**config.mk**
```make
export PLATFORM = sky130hd
export DESIGN_NAME = lookahead_prefetch_priority_queue
export DESIGN_NICKNAME = d
export VERILOG_FILES = /design/src/hw/rtl/lpq_pkg.sv /design/src/hw/rtl/lookahead_prefetch_priority_queue.sv /design/src/hw/rtl/lpq_front.sv /design/src/hw/rtl/lpq_back.sv
export VERILOG_INCLUDE_DIRS = /design/src /design/src/hw/rtl
export SDC_FILE = /design/constraint.sdc
export NUM_CORES = 2
export LEC_CHECK = 0
export BUFFER_PORTS_ARGS = -buffer_cell sky130_fd_sc_hd__buf_4
export CAP_MARGIN = 20
export CORE_UTILIZATION = 65
export CTS_CLUSTER_DIAMETER = 60
export CTS_CLUSTER_SIZE = 28
export DETAILED_ROUTE_END_ITERATION = 10
export PLACE_DENSITY = 0.88
export SYNTH_ARGS = -nofsm -noshare
export SYNTH_HDL_FRONTEND = slang
export SYNTH_SLANG_ARGS = --single-unit
```
**constraint.sdc**
```tcl
create_clock -name clk -period 12.6 [get_ports clk]
set_clock_uncertainty 0.05 [all_clocks]
set_input_delay 1.26 -clock clk [delete_from_list [all_inputs] [get_ports clk]]
set_output_delay 1.26 -clock clk [all_outputs]
set_load 0.1 [all_outputs]
```
**src/hw/rtl/lookahead_prefetch_priority_queue_macros.svh**
```systemverilog
// Assertion macros for the prefetch priority queue.
// No dependencies; included by the top level.
`ifndef LOOKAHEAD_PREFETCH_PRIORITY_QUEUE_MACROS_SVH
`define LOOKAHEAD_PREFETCH_PRIORITY_QUEUE_MACROS_SVH
`ifndef SYNTHESIS
`define LPQ_ASSERT_IMPL(label, clk, rst_n, ante, cons) \
	label: assert property (@(posedge clk) disable iff (!rst_n) (ante) |-> (cons)) \
		else $error("assertion failed");
`define LPQ_ASSERT_NEXT(label, clk, rst_n, ante, cons) \
	label: assert property (@(posedge clk) disable iff (!rst_n) (ante) |=> (cons)) \
		else $error("assertion failed");
`else
`define LPQ_ASSERT_IMPL(label, clk, rst_n, ante, cons)
`define LPQ_ASSERT_NEXT(label, clk, rst_n, ante, cons)
`endif
`endif

```
**src/hw/rtl/lpq_pkg.sv**
```systemverilog
// Shared types and codes of the prefetch priority queue.
// No dependencies.
package lpq_pkg;
	typedef enum logic [2:0] {
		FN_LAYER_START = 3'd0, FN_PAGE_ACCESS = 3'd1, FN_REQ_LAYER = 3'd2,
		FN_REQ_PAGE = 3'd3, FN_DEQUEUE = 3'd4, FN_REPORT = 3'd5, FN_CANCEL = 3'd6
	} func_t;

	localparam logic [2:0] ST_QUEUED    = 3'd0;
	localparam logic [2:0] ST_FULL      = 3'd1;
	localparam logic [2:0] ST_DISABLED  = 3'd2;
	localparam logic [2:0] ST_DEQUEUED  = 3'd3;
	localparam logic [2:0] ST_EMPTY     = 3'd4;
	localparam logic [2:0] ST_CANCELLED = 3'd5;
	localparam logic [2:0] ST_COUNTED   = 3'd6;

	localparam logic [2:0] CFG_ENABLE = 3'd0;
	localparam logic [2:0] CFG_AUTO   = 3'd1;
	localparam logic [2:0] CFG_LAYER  = 3'd2;
	localparam logic [2:0] CFG_PAGE   = 3'd3;
	localparam logic [2:0] CFG_LIMIT  = 3'd4;

	// Operation handed from the front to the back.
	typedef enum logic [2:0] {
		OP_INSERT = 3'd0, OP_DEQ = 3'd1, OP_REPORT = 3'd2, OP_CANCEL = 3'd3,
		OP_REJECT = 3'd4
	} op_t;

	typedef struct packed {
		op_t          op;
		logic         kind;
		logic [31:0]  id;
		logic [15:0]  prio;
		logic         success;
		logic         last;
	} cmd_t;

	typedef struct packed {
		logic [2:0]  status;
		logic        kind;
		logic [31:0] id;
		logic [15:0] prio;
		logic        last;
	} res_t;
endpackage

```
**src/hw/rtl/lookahead_prefetch_priority_queue.sv**
```systemverilog
// Prefetch request engine: lookahead expansion in front, sorted queue in back.
// A request, dequeue, report or cancel result is loaded into the result register after
// its command passes the command queue; a lookahead result also after the walk register.
// Throughput: one insert per cycle unless the command queue is full; a lookahead item
// holds the input while its targets are walked (up to MAX_LOOKAHEAD, ending early on
// wrap). Result stalls back up through the two-entry command queue. Reset (arst_n low,
// asynchronous): queue empty, marks and counters zero, registers to their defaults.
`include "lookahead_prefetch_priority_queue_macros.svh"
module lookahead_prefetch_priority_queue import lpq_pkg::*; #(
	parameter int QUEUE_DEPTH = 16,
	parameter int MAX_LOOKAHEAD = 16
) (
	input  logic        clk,
	input  logic        arst_n,
	input  logic        in_valid,
	output logic        in_stall,
	input  logic [2:0]  func,
	input  logic [31:0] target_id,
	input  logic signed [15:0] req_priority,
	input  logic        success,
	input  logic        cfg_valid,
	output logic        cfg_ready,
	input  logic [2:0]  cfg_index,
	input  logic [4:0]  cfg_data,
	output logic        out_valid,
	input  logic        out_stall,
	output logic [2:0]  status,
	output logic        kind,
	output logic [31:0] request_id,
	output logic signed [15:0] request_priority,
	output logic        last,
	output logic [4:0]  pending,
	output logic [31:0] completed,
	output logic [31:0] failed
);
	logic enable_q, auto_q;
	logic [4:0] layer_la_q, page_la_q, limit_q;

	// config writes always taken
	assign cfg_ready = 1'b1;
	always_ff @(posedge clk or negedge arst_n) begin
		if (!arst_n) begin
			enable_q <= 1'b1; auto_q <= 1'b1; layer_la_q <= 5'd2;
			page_la_q <= 5'd4; limit_q <= 5'd16;
		end else if (cfg_valid) begin
			case (cfg_index)
				CFG_ENABLE: enable_q <= cfg_data[0];
				CFG_AUTO:   auto_q <= cfg_data[0];
				CFG_LAYER:  layer_la_q <= cfg_data;
				CFG_PAGE:   page_la_q <= cfg_data;
				CFG_LIMIT:  limit_q <= cfg_data;
				default: ;
			endcase
		end
	end

	// two-entry command queue between front and back
	cmd_t f_cmd, q_mem_q [2];
	logic f_valid, q_full, b_ready;
	logic [1:0] q_cnt_q;
	logic q_rd_q, q_wr_q;
	assign q_full = q_cnt_q == 2'd2;

	lpq_front #(.MAX_LOOKAHEAD(MAX_LOOKAHEAD)) u_front (
		.clk, .arst_n, .in_valid, .in_stall, .func, .target_id,
		.req_priority(req_priority), .success, .enable(enable_q),
		.auto_en(auto_q), .layer_lookahead(layer_la_q),
		.page_lookahead(page_la_q), .cmd_valid(f_valid), .cmd_full(q_full),
		.cmd(f_cmd)
	);

	logic q_pop, q_push;
	assign q_push = f_valid;
	assign q_pop = (q_cnt_q != 2'd0) && b_ready;
	always_ff @(posedge clk) if (q_push) q_mem_q[q_wr_q] <= f_cmd;
	always_ff @(posedge clk or negedge arst_n) begin
		if (!arst_n) begin
			q_cnt_q <= '0; q_rd_q <= 1'b0; q_wr_q <= 1'b0;
		end else begin
			if (q_push) q_wr_q <= !q_wr_q;
			if (q_pop) q_rd_q <= !q_rd_q;
			q_cnt_q <= q_cnt_q + 2'(q_push) - 2'(q_pop);
		end
	end

	// the front marks last on the final issued lookahead target
	res_t res;
	lpq_back #(.QUEUE_DEPTH(QUEUE_DEPTH)) u_back (
		.clk, .arst_n, .cmd_valid(q_cnt_q != 2'd0), .cmd_ready(b_ready),
		.cmd(q_mem_q[q_rd_q]), .enable(enable_q), .queue_limit(limit_q),
		.out_valid, .out_stall, .res, .pending, .completed, .failed
	);
	assign status = res.status;
	assign kind = res.kind;
	assign request_id = res.id;
	assign request_priority = res.prio;
	assign last = res.last;

	`LPQ_ASSERT_IMPL(a_no_overflow, clk, arst_n, 1'b1, q_cnt_q <= 2'd2)
	`LPQ_ASSERT_NEXT(a_cancel_clears, clk, arst_n,
		q_pop && q_mem_q[q_rd_q].op == OP_CANCEL, pending == 5'd0)
	`LPQ_ASSERT_IMPL(a_pending_bound, clk, arst_n, out_valid,
		32'(pending) <= QUEUE_DEPTH)
endmodule

```
**src/hw/rtl/lpq_front.sv**
```systemverilog
// Front end: expands items into commands, lookahead watermarks.
// Depends on lpq_pkg.
module lpq_front import lpq_pkg::*; #(
	parameter int MAX_LOOKAHEAD = 16
) (
	input  logic        clk,
	input  logic        arst_n,
	input  logic        in_valid,
	output logic        in_stall,
	input  logic [2:0]  func,
	input  logic [31:0] target_id,
	input  logic [15:0] req_priority,
	input  logic        success,
	input  logic        enable,
	input  logic        auto_en,
	input  logic [4:0]  layer_lookahead,
	input  logic [4:0]  page_lookahead,
	output logic        cmd_valid,
	input  logic        cmd_full,
	output cmd_t        cmd
);
	logic        busy_q, kind_q;
	logic [31:0] base_q;
	logic [4:0]  n_q, i_q;
	logic [31:0] layer_mark_q, page_mark_q;
	logic        layer_valid_q;
	logic [4:0]  n_sel;
	logic [31:0] tgt;
	logic        skip, final_step;
	logic        later_issue;

	always_comb begin
		n_sel = func[0] ? page_lookahead : layer_lookahead;
		if (n_sel > 5'(MAX_LOOKAHEAD)) n_sel = 5'(MAX_LOOKAHEAD);
	end

	assign tgt = base_q + 32'(i_q);
	assign skip = kind_q ? (tgt <= page_mark_q) : (layer_valid_q && tgt <= layer_mark_q);
	assign final_step = (i_q == n_q);
	assign in_stall = busy_q || cmd_full;

	// After issuing tgt the mark becomes tgt, so a later target issues unless
	// the walk ends here or the next id wraps to zero (then all the rest skip).
	assign later_issue = !final_step && (tgt != 32'hFFFF_FFFF);

	always_comb begin
		cmd_valid = 1'b0;
		cmd = '0;
		cmd.op = OP_INSERT;
		if (busy_q) begin
			cmd.kind = kind_q;
			cmd.id = tgt;
			cmd.prio = 16'(n_q - i_q);
			cmd.last = !later_issue;
			cmd_valid = !skip && !cmd_full;
		end else if (in_valid && !cmd_full) begin
			cmd.id = target_id;
			cmd.prio = req_priority;
			cmd.success = success;
			cmd.last = 1'b1;
			case (func)
				FN_REQ_LAYER, FN_REQ_PAGE: begin
					cmd.kind = func[0];
					cmd.op = enable ? OP_INSERT : OP_REJECT;
					cmd_valid = 1'b1;
				end
				FN_DEQUEUE: begin cmd.op = OP_DEQ; cmd_valid = 1'b1; end
				FN_REPORT: begin cmd.op = OP_REPORT; cmd_valid = 1'b1; end
				FN_CANCEL: begin cmd.op = OP_CANCEL; cmd_valid = 1'b1; end
				default: cmd_valid = 1'b0;
			endcase
		end
	end

	always_ff @(posedge clk or negedge arst_n) begin
		if (!arst_n) begin
			busy_q <= 1'b0; layer_valid_q <= 1'b0;
			layer_mark_q <= '0; page_mark_q <= '0;
			kind_q <= 1'b0; base_q <= '0; n_q <= '0; i_q <= '0;
		end else if (busy_q) begin
			if (!cmd_full) begin
				if (!skip) begin
					if (kind_q) page_mark_q <= tgt;
					else begin layer_mark_q <= tgt; layer_valid_q <= 1'b1; end
				end
				if (final_step || (!skip && !later_issue)) busy_q <= 1'b0;
				i_q <= i_q + 5'd1;
			end
		end else if (in_valid && !cmd_full) begin
			if ((func == FN_LAYER_START || func == FN_PAGE_ACCESS) && enable
					&& auto_en && n_sel != 5'd0) begin
				busy_q <= 1'b1; kind_q <= func[0]; base_q <= target_id;
				n_q <= n_sel; i_q <= 5'd1;
			end
			if (func == FN_CANCEL) begin
				layer_valid_q <= 1'b0; layer_mark_q <= '0; page_mark_q <= '0;
			end
		end
	end
endmodule

```
**src/hw/rtl/lpq_back.sv**
```systemverilog
// Back end: sorted queue, counters and result register.
// Depends on lpq_pkg.
module lpq_back import lpq_pkg::*; #(
	parameter int QUEUE_DEPTH = 16
) (
	input  logic        clk,
	input  logic        arst_n,
	input  logic        cmd_valid,
	output logic        cmd_ready,
	input  cmd_t        cmd,
	input  logic        enable,
	input  logic [4:0]  queue_limit,
	output logic        out_valid,
	input  logic        out_stall,
	output res_t        res,
	output logic [4:0]  pending,
	output logic [31:0] completed,
	output logic [31:0] failed
);
	localparam int CW = $clog2(QUEUE_DEPTH + 1);
	logic [QUEUE_DEPTH-1:0]        ekind_q;
	logic [QUEUE_DEPTH-1:0][31:0]  eid_q;
	logic [QUEUE_DEPTH-1:0][15:0]  eprio_q;
	logic [CW-1:0] count_q;
	logic [31:0] ok_q, fail_q;
	logic [4:0] lim;
	logic go, full;

	always_comb begin
		lim = queue_limit;
		if (32'(queue_limit) > QUEUE_DEPTH) lim = 5'(QUEUE_DEPTH);
	end
	assign cmd_ready = !out_valid || !out_stall;
	assign go = cmd_valid && cmd_ready;
	assign full = 32'(count_q) >= 32'(lim);

	// per slot: does it keep its priority at or above the new one
	logic [QUEUE_DEPTH-1:0] ge;
	always_comb begin
		for (int k = 0; k < QUEUE_DEPTH; k++)
			ge[k] = (k < 32'(count_q)) && ($signed(eprio_q[k]) >= $signed(cmd.prio));
	end

	always_ff @(posedge clk) begin
		if (go && cmd.op == OP_INSERT && enable && !full) begin
			if (!ge[0]) begin
				ekind_q[0] <= cmd.kind; eid_q[0] <= cmd.id; eprio_q[0] <= cmd.prio;
			end
			for (int k = 1; k < QUEUE_DEPTH; k++) begin
				if (!ge[k]) begin
					if (ge[k-1]) begin
						ekind_q[k] <= cmd.kind; eid_q[k] <= cmd.id; eprio_q[k] <= cmd.prio;
					end else begin
						ekind_q[k] <= ekind_q[k-1]; eid_q[k] <= eid_q[k-1];
						eprio_q[k] <= eprio_q[k-1];
					end
				end
			end
		end else if (go && cmd.op == OP_DEQ && count_q != '0) begin
			for (int k = 0; k < QUEUE_DEPTH - 1; k++) begin
				ekind_q[k] <= ekind_q[k+1]; eid_q[k] <= eid_q[k+1];
				eprio_q[k] <= eprio_q[k+1];
			end
		end
	end

	always_ff @(posedge clk or negedge arst_n) begin
		if (!arst_n) begin
			count_q <= '0; ok_q <= '0; fail_q <= '0; out_valid <= 1'b0;
		end else begin
			if (out_valid && !out_stall) out_valid <= 1'b0;
			if (go) begin
				out_valid <= 1'b1;
				res.last <= cmd.last;
				res.kind <= 1'b0; res.id <= '0; res.prio <= '0;
				case (cmd.op)
					OP_INSERT: begin
						res.kind <= cmd.kind; res.id <= cmd.id; res.prio <= cmd.prio;
						if (!enable) res.status <= ST_DISABLED;
						else if (full) res.status <= ST_FULL;
						else begin res.status <= ST_QUEUED; count_q <= count_q + 1'b1; end
					end
					OP_REJECT: begin
						res.kind <= cmd.kind; res.id <= cmd.id; res.prio <= cmd.prio;
						res.status <= ST_DISABLED;
					end
					OP_DEQ: begin
						if (count_q == '0) res.status <= ST_EMPTY;
						else begin
							res.status <= ST_DEQUEUED; res.kind <= ekind_q[0];
							res.id <= eid_q[0]; res.prio <= eprio_q[0];
							count_q <= count_q - 1'b1;
						end
					end
					OP_REPORT: begin
						res.status <= ST_COUNTED;
						if (cmd.success) begin
							if (ok_q != '1) ok_q <= ok_q + 32'd1;
						end else if (fail_q != '1) fail_q <= fail_q + 32'd1;
					end
					OP_CANCEL: begin res.status <= ST_CANCELLED; count_q <= '0; end
					default: res.status <= ST_EMPTY;
				endcase
			end
		end
	end
	assign pending = 5'(count_q);
	assign completed = ok_q;
	assign failed = fail_q;
endmodule

```
* Word-level counts from Yosys, hierarchy flattened *
Memories as Yosys holds them, arrays and structs flattened.
Cells that the tools add are included.

word-level totals
  bits in read-only memories = 0
  latch bits = 0
  register bits after elaboration = 1037
  output and inout bits = 125
  RAM bits = 108
  word-level logic and storage cells = 403
  input port bits = 65
  memories = 1

memory list
  name     depth  bits a word  read ports  clocked after memory_dff  wr ports  RTL line                                 source
  q_mem_q  2      54           1           0                         1         lookahead_prefetch_priority_queue.sv:58  cmd_t f_cmd, q_mem_q [2];

operators by class
  bitwise gates (word level) = 3
  multiplexer cells = 150
  multiply operators = 0
  reductions and logical operators = 89
  divide/modulo/power cells = 0
  shift operators = 0
  equal/unequal tests = 41
  order comparisons = 37
  $add $sub $neg = 9

operator list
  cell                                                        number
  two-way mux 32 bit                                          40
  two-way mux 480 bit                                         2
  two-way mux 16 bit                                          30
  two-way mux 240 bit                                         2
  greater-or-equal comparator 16 bit                          16
  two-way mux 49 bit                                          2
  one-hot mux 49 bit (2 select lines)                         1
  != test 32 bit (second input constant)                      3
  adder 32 x 1 -> 32 bit (second input constant)              2
  less-or-equal comparator 32 bit                             2
  two-way mux 54 bit                                          1
  two-way mux 1 bit                                           53
  two-way mux 5 bit                                           10
  != test 2 bit (second input constant)                       22
  AND reduction 2 bit                                         22
  less-than comparator 4 x 5 -> 1 bit (first input constant)  8
  adder 32 x 5 -> 32 bit                                      1
  logical AND 1 bit                                           31
  two-way mux 15 bit                                          2
  less-than comparator 3 x 5 -> 1 bit (first input constant)  4
  == test 3 x 2 -> 1 bit (second input constant)              6
  == test 3 bit (second input constant)                       5
  one-hot mux 3 bit (5 select lines)                          1
  one-hot mux 5 bit (3 select lines)                          1
  other kinds (28)                                            62

* Logic depth before layout (Yosys ltp) *
  depth after elaboration = 10
  depth in mapped cells = 22
  gate-level depth less buffers = 21

* Modules after synthesis *
From an unflattened synthesis, not the netlist that was laid out.

unflattened totals
  cells, all modules = 6074
  area, all modules = 64035.2 um2

modules (own cells, without submodules)
  module                             area an instance (um2)  cells each  instances
  lpq_back                           51429.3                 4985        1
  lpq_front                          7793.7                  863         1
  lookahead_prefetch_priority_queue  4812.1                  226         1

* Worst setup path before layout *
Ideal clock, no wire load.

  path type = register to register
  start point = reg q_rd_q
  end point = reg u_back.eid_q[0] (netlist bit) (enable)
  cell stages (with the launch flop) = 13
  required time = 12026 ps
  arrival = 6686 ps
  slack = 5340 ps
  cells stage by stage = dfrtp_1 > buf_6 > clkbuf_1 > mux2i_1 > inv_1 > clkbuf_1 > ha_1 > and4_1 > a311o_1 > o22ai_1 > a31oi_1 > clkbuf_1 > o21ai_0

on the way
  cells in the longest elaborated chain, start to end = 7
  elaborated cells on any way between the ends = 13
  those cells by class = 1 x order compare; 2 x eq/ne; 9 x reduce/logical; 1 x memory

RTL lines
  what                                                                                        RTL line                                 source
  start: declaration                                                                          lookahead_prefetch_priority_queue.sv:61  logic q_rd_q, q_wr_q;
  start signal: assignment                                                                    lookahead_prefetch_priority_queue.sv:81  if (q_pop) q_rd_q <= !q_rd_q;
  memory (2 x 54 bit) (*)                                                                     --
  parallel branches: the longest is 5 deep, another holds greater-or-equal comparator 16 bit  --
  AND reduction 2 bit (no line) (*)                                                           --
  end signal: indexed assignment                                                              lpq_back.sv:52                           ekind_q[k] <= cmd.kind; eid_q[k] <= cmd.id; eprio_q[k] <= cmd.prio;
  end signal: indexed assignment                                                              lpq_back.sv:54                           ekind_q[k] <= ekind_q[k-1]; eid_q[k] <= eid_q[k-1];
  end signal: indexed assignment                                                              lpq_back.sv:61                           ekind_q[k] <= ekind_q[k+1]; eid_q[k] <= eid_q[k+1];
  end: declaration                                                                            lpq_back.sv:22                           logic [QUEUE_DEPTH-1:0][31:0] eid_q;

Mark *: on every way between the ends.
A chain may end at the register's enable or synchronous reset.

* Worst setup path after layout *
  start point = reg q_rd_q
  end point = reg u_back.eid_q[185] (netlist bit) (enable)

Same word-level chain as after synthesis.

==> results.md <==
* Outcome: finished, final reports clean
* Crit path capture type: flip-flop
* Hold crit path type: flip-flop to flip-flop
* Vias at 52,300
* WHS Path Cells at 2
* Post-route minimum period at 6.38 ns
* Most common library cells after synthesis: 1,165 x nand2_1, 945 x edfxtp_1, 553 x o21ai_0, 430 x mux2i_1, 360 x clkbuf_1
* CP startpoint: q_rd_q$_DFFE_PN0P_
* Seq pwr share at 31.8%
* Setup Fix Bufs, Post-CTS at 0
* IO Pins at 190
* Drt total wl at 199,000 um
* Setup violation total in the final timing report at 0
* Die area at 0.0994 mm2
* Post_cts resized at 0
* Cell area after synthesis at 0.0638 mm2
* Worst path required time at 12.85 ns
* Syn Inst Count at 6,074
* GRT Overall Usage at 39.2%
* Relative slew slack at 18.0%
* Clock root cell: clkbuf_16
* CTS Hold Bufs at 0
* Drt drc at 0
* Post-DP Area at 0.0662 mm2
* Initial antenna violation count at 5
* Synth async-reset ratio at 17.5%
* Clock power frac at 13.6%
* Layout fillers at 6,433
* RSZ-0062 raised after global routing: false
* Vias in the first global route at 49,900
* Yosys reg bits at 1,145
* Row cnt at 114
* Initial drt markers at 8,361
* Final core utilization at 71.2%
* Area delta synth->final at 8.14%
* Comb power frac at 54.5%
* Die X at 315 um
* Die height at 315 um
* CTS tree: built
* Finished Cell Area at 0.0690 mm2
* Clock slew at reported path FFs at 0.08 ns
* Int Pwr at 10,600 uW
* Synth top area share at 44.5%
* R2R Path End: u_back.eid_q[185]$_DFFE_PP_
* Power per Cell Area at 306 mW/mm2
* Final total power at 21,100 uW
* First-pass GRT wire length at 296,000 um
* Final Max Tran Viols at 0
* Max_cap viols at 0
* Number of CTS-inserted buffers at 78
* Worst-path maximum fanout at 50
* Flop2flop setup slack at 6.22 ns
* FF-to-FF path depth at 13
* Count of flip-flops with a built-in enable after synthesis at 945
* Critical Path End: u_back.eid_q[185]$_DFFE_PP_
* P_leak at 0.0276 uW
* Synth cell types at 86
* Sw Pwr at 10,500 uW
* Syn_nets at 6,484
* Worst path arrival time at 6.63 ns
* Share of layout cells above drive strength 1 at 9.76%
* Synth area leaders: edfxtp_1 44%, dfrtp_1 7.6%, nand2_1 6.9%, mux2i_1 6.7%, ha_1 6.7%
* Switching Fraction at 49.9%
* Peak supply drop at 0.437 mV
* Drt pass-1 iters at 8
* Count leader, synth: nand2_1
* Core Region at 0.0970 mm2
* RePlAce Congestion at 0.966
* Total gr overflow at 0
* Largest net degree at the start of global routing at 279
* Synth area leader: edfxtp_1
* Mean number of vias per cell at 7.14
* # H-tree levels at 3
* Post-route ant nets at 0
* Setup tns final at 0 ns
* Wirelength per Cell at 27.1 um
* Starting Density at 65.8%
* Ys flop type: edfxtp_1
* Skew-Pair Late Insertion Delay at 0.69 ns
* Placed wire-length estimate at 121,000 um
* Max clock buf depth at 3
* Post-synthesis sequential area ratio at 52.3%
* Crit share post-route at 50.6%
* Port bufs at 188
* Clock Sinks at 1,145
* Peak Freq at 157 MHz
* Post-layout net count at 6,397
* Avg Inst Size Synth at 10.5 um2
* Synth Warn # at 0
* R2r startpoint: q_rd_q$_DFFE_PN0P_
* Critical path launch point type: flip-flop
* Worst slew pin tran at 1.23 ns
* Crit path kind: flip-flop to flip-flop
* Count of final hold-check violations at 0
==> state kept, by name, indices dropped and copies added (netlist names), 16 cells and up <==
| name | count |
|---|---|
| u_back.eid_q | 512 |
| u_back.eprio_q | 256 |
| q_mem_q | 108 |
| u_back.res | 53 |
| u_back.completed | 32 |
| u_back.failed | 32 |
| u_front.base_q | 32 |
| u_front.layer_mark_q | 32 |
| u_front.page_mark_q | 32 |
| u_back.ekind_q | 16 |
==> power groups by stage <==
stage	logic [uW]	registers, uW	clock network (uW)
6_report	11500	6730	2880
5_1_grt	12000	6800	2980
4_1_cts	11000	6670	2860
3_5_place_dp	10900	6720	0
3_3_place_gp	10500	6680	0
2_1_floorplan	6720	7090	0
==> critical path: stages, from the launching register on <==
cell	delay, ns
dfrtp_4	0.84
mux2_2	0.53
inv_1	0.57
ha_1	0.38
nor2b_1	0.14
o21a_1	0.16
o21ai_0	0.20
a21oi_1	0.10
a2111oi_0	0.84
o31a_2	0.24
buf_4	0.75
o21ai_0	0.25
nand2_2	0.11
buf_4	0.77
==> per-layer routing <==
metal | wire [um] | part of all wire, % | vias up | GRT usage [%]
met2 | 84800 | 43 | 4510 | 57.2
met1 | 70700 | 36 | 24800 | 52.3
met3 | 31600 | 16 | 758 | 12.8
li1 | - | - | 22200 | -
met4 | 11700 | 5.9 | 4 | 20.5
met5 | 23 | 0.012 | - | 0
==> cells in the final DEF, fill, tap and decap left out, types with 129 or more instances in the layout <==
cell,instances
a21oi_1,178
buf_4,263
dfrtp_1,194
edfxtp_1,945
ha_1,343
inv_1,138
mux2i_1,430
nand2_1,1158
nand3_1,253
nor2_1,129
nor3_1,178
o211ai_1,201
o21ai_0,544
==> per-stage QoR <==
stage / hold slack, ns / cells / worst slack [ns]
3_3_place_gp: 0.413 / 7180 / 6.50
5_1_grt: 0.458 / 7324 / 6.00
2_1_floorplan: 0.399 / 6074 / 5.34
3_5_place_dp: 0.418 / 7182 / 6.41
6_report: 0.435 / 7331 / 6.22
4_1_cts: 0.438 / 7323 / 6.41
==> final cells by class <==
cell class | count | area (um2) | share of cell area, %
multi-input combinational | 4353 | 28600 | 41.4
inverter | 138 | 518 | 0.750
timing repair buffer | 271 | 2130 | 3.08
antenna | 7 | 17.5 | 0.0254
tap | 1276 | 1600 | 2.31
clock inverter | 52 | 663 | 0.961
clock buffer | 89 | 2110 | 3.06
sequential | 1145 | 33400 | 48.4
==> logic make-up (layout without fill, tap and decap cells) <==
logic type | count (synthesis) | in the layout | share of synthesized area [%]
AOI/OAI and AO/OA | 1391 | 1391 | 13.6
xor gates and xnor gates | 100 | 100 | 1.38
adders and majority gates | 345 | 345 | 6.79
buffers and inverters | 576 | 550 | 3.53
DFF | 1145 | 1145 | 52.3
muxes | 539 | 539 | 8.68
other | 1 | 8 | 0.00588
and+or+nand+nor | 1977 | 1977 | 13.7
==> worst min path at each step <==
| stage | startpoint | to | slack (ns) |
|---|---|---|---|
| 2_1_floorplan | u_front.page_mark_q[5]$_DFFE_PN0P_ | u_front.page_mark_q[5]$_DFFE_PN0P_ | 0.40 |
| 6_report | u_front.page_mark_q[3]$_DFFE_PN0P_ | u_front.page_mark_q[3]$_DFFE_PN0P_ | 0.43 |
| 3_5_place_dp | u_front.page_mark_q[5]$_DFFE_PN0P_ | u_front.page_mark_q[5]$_DFFE_PN0P_ | 0.42 |
| 5_1_grt | u_front.page_mark_q[5]$_DFFE_PN0P_ | u_front.page_mark_q[5]$_DFFE_PN0P_ | 0.46 |
| 4_1_cts | u_front.page_mark_q[5]$_DFFE_PN0P_ | u_front.page_mark_q[5]$_DFFE_PN0P_ | 0.44 |
| 3_3_place_gp | u_front.page_mark_q[15]$_DFFE_PN0P_ | u_front.page_mark_q[15]$_DFFE_PN0P_ | 0.41 |
Power figures use the tool's default switching activity.
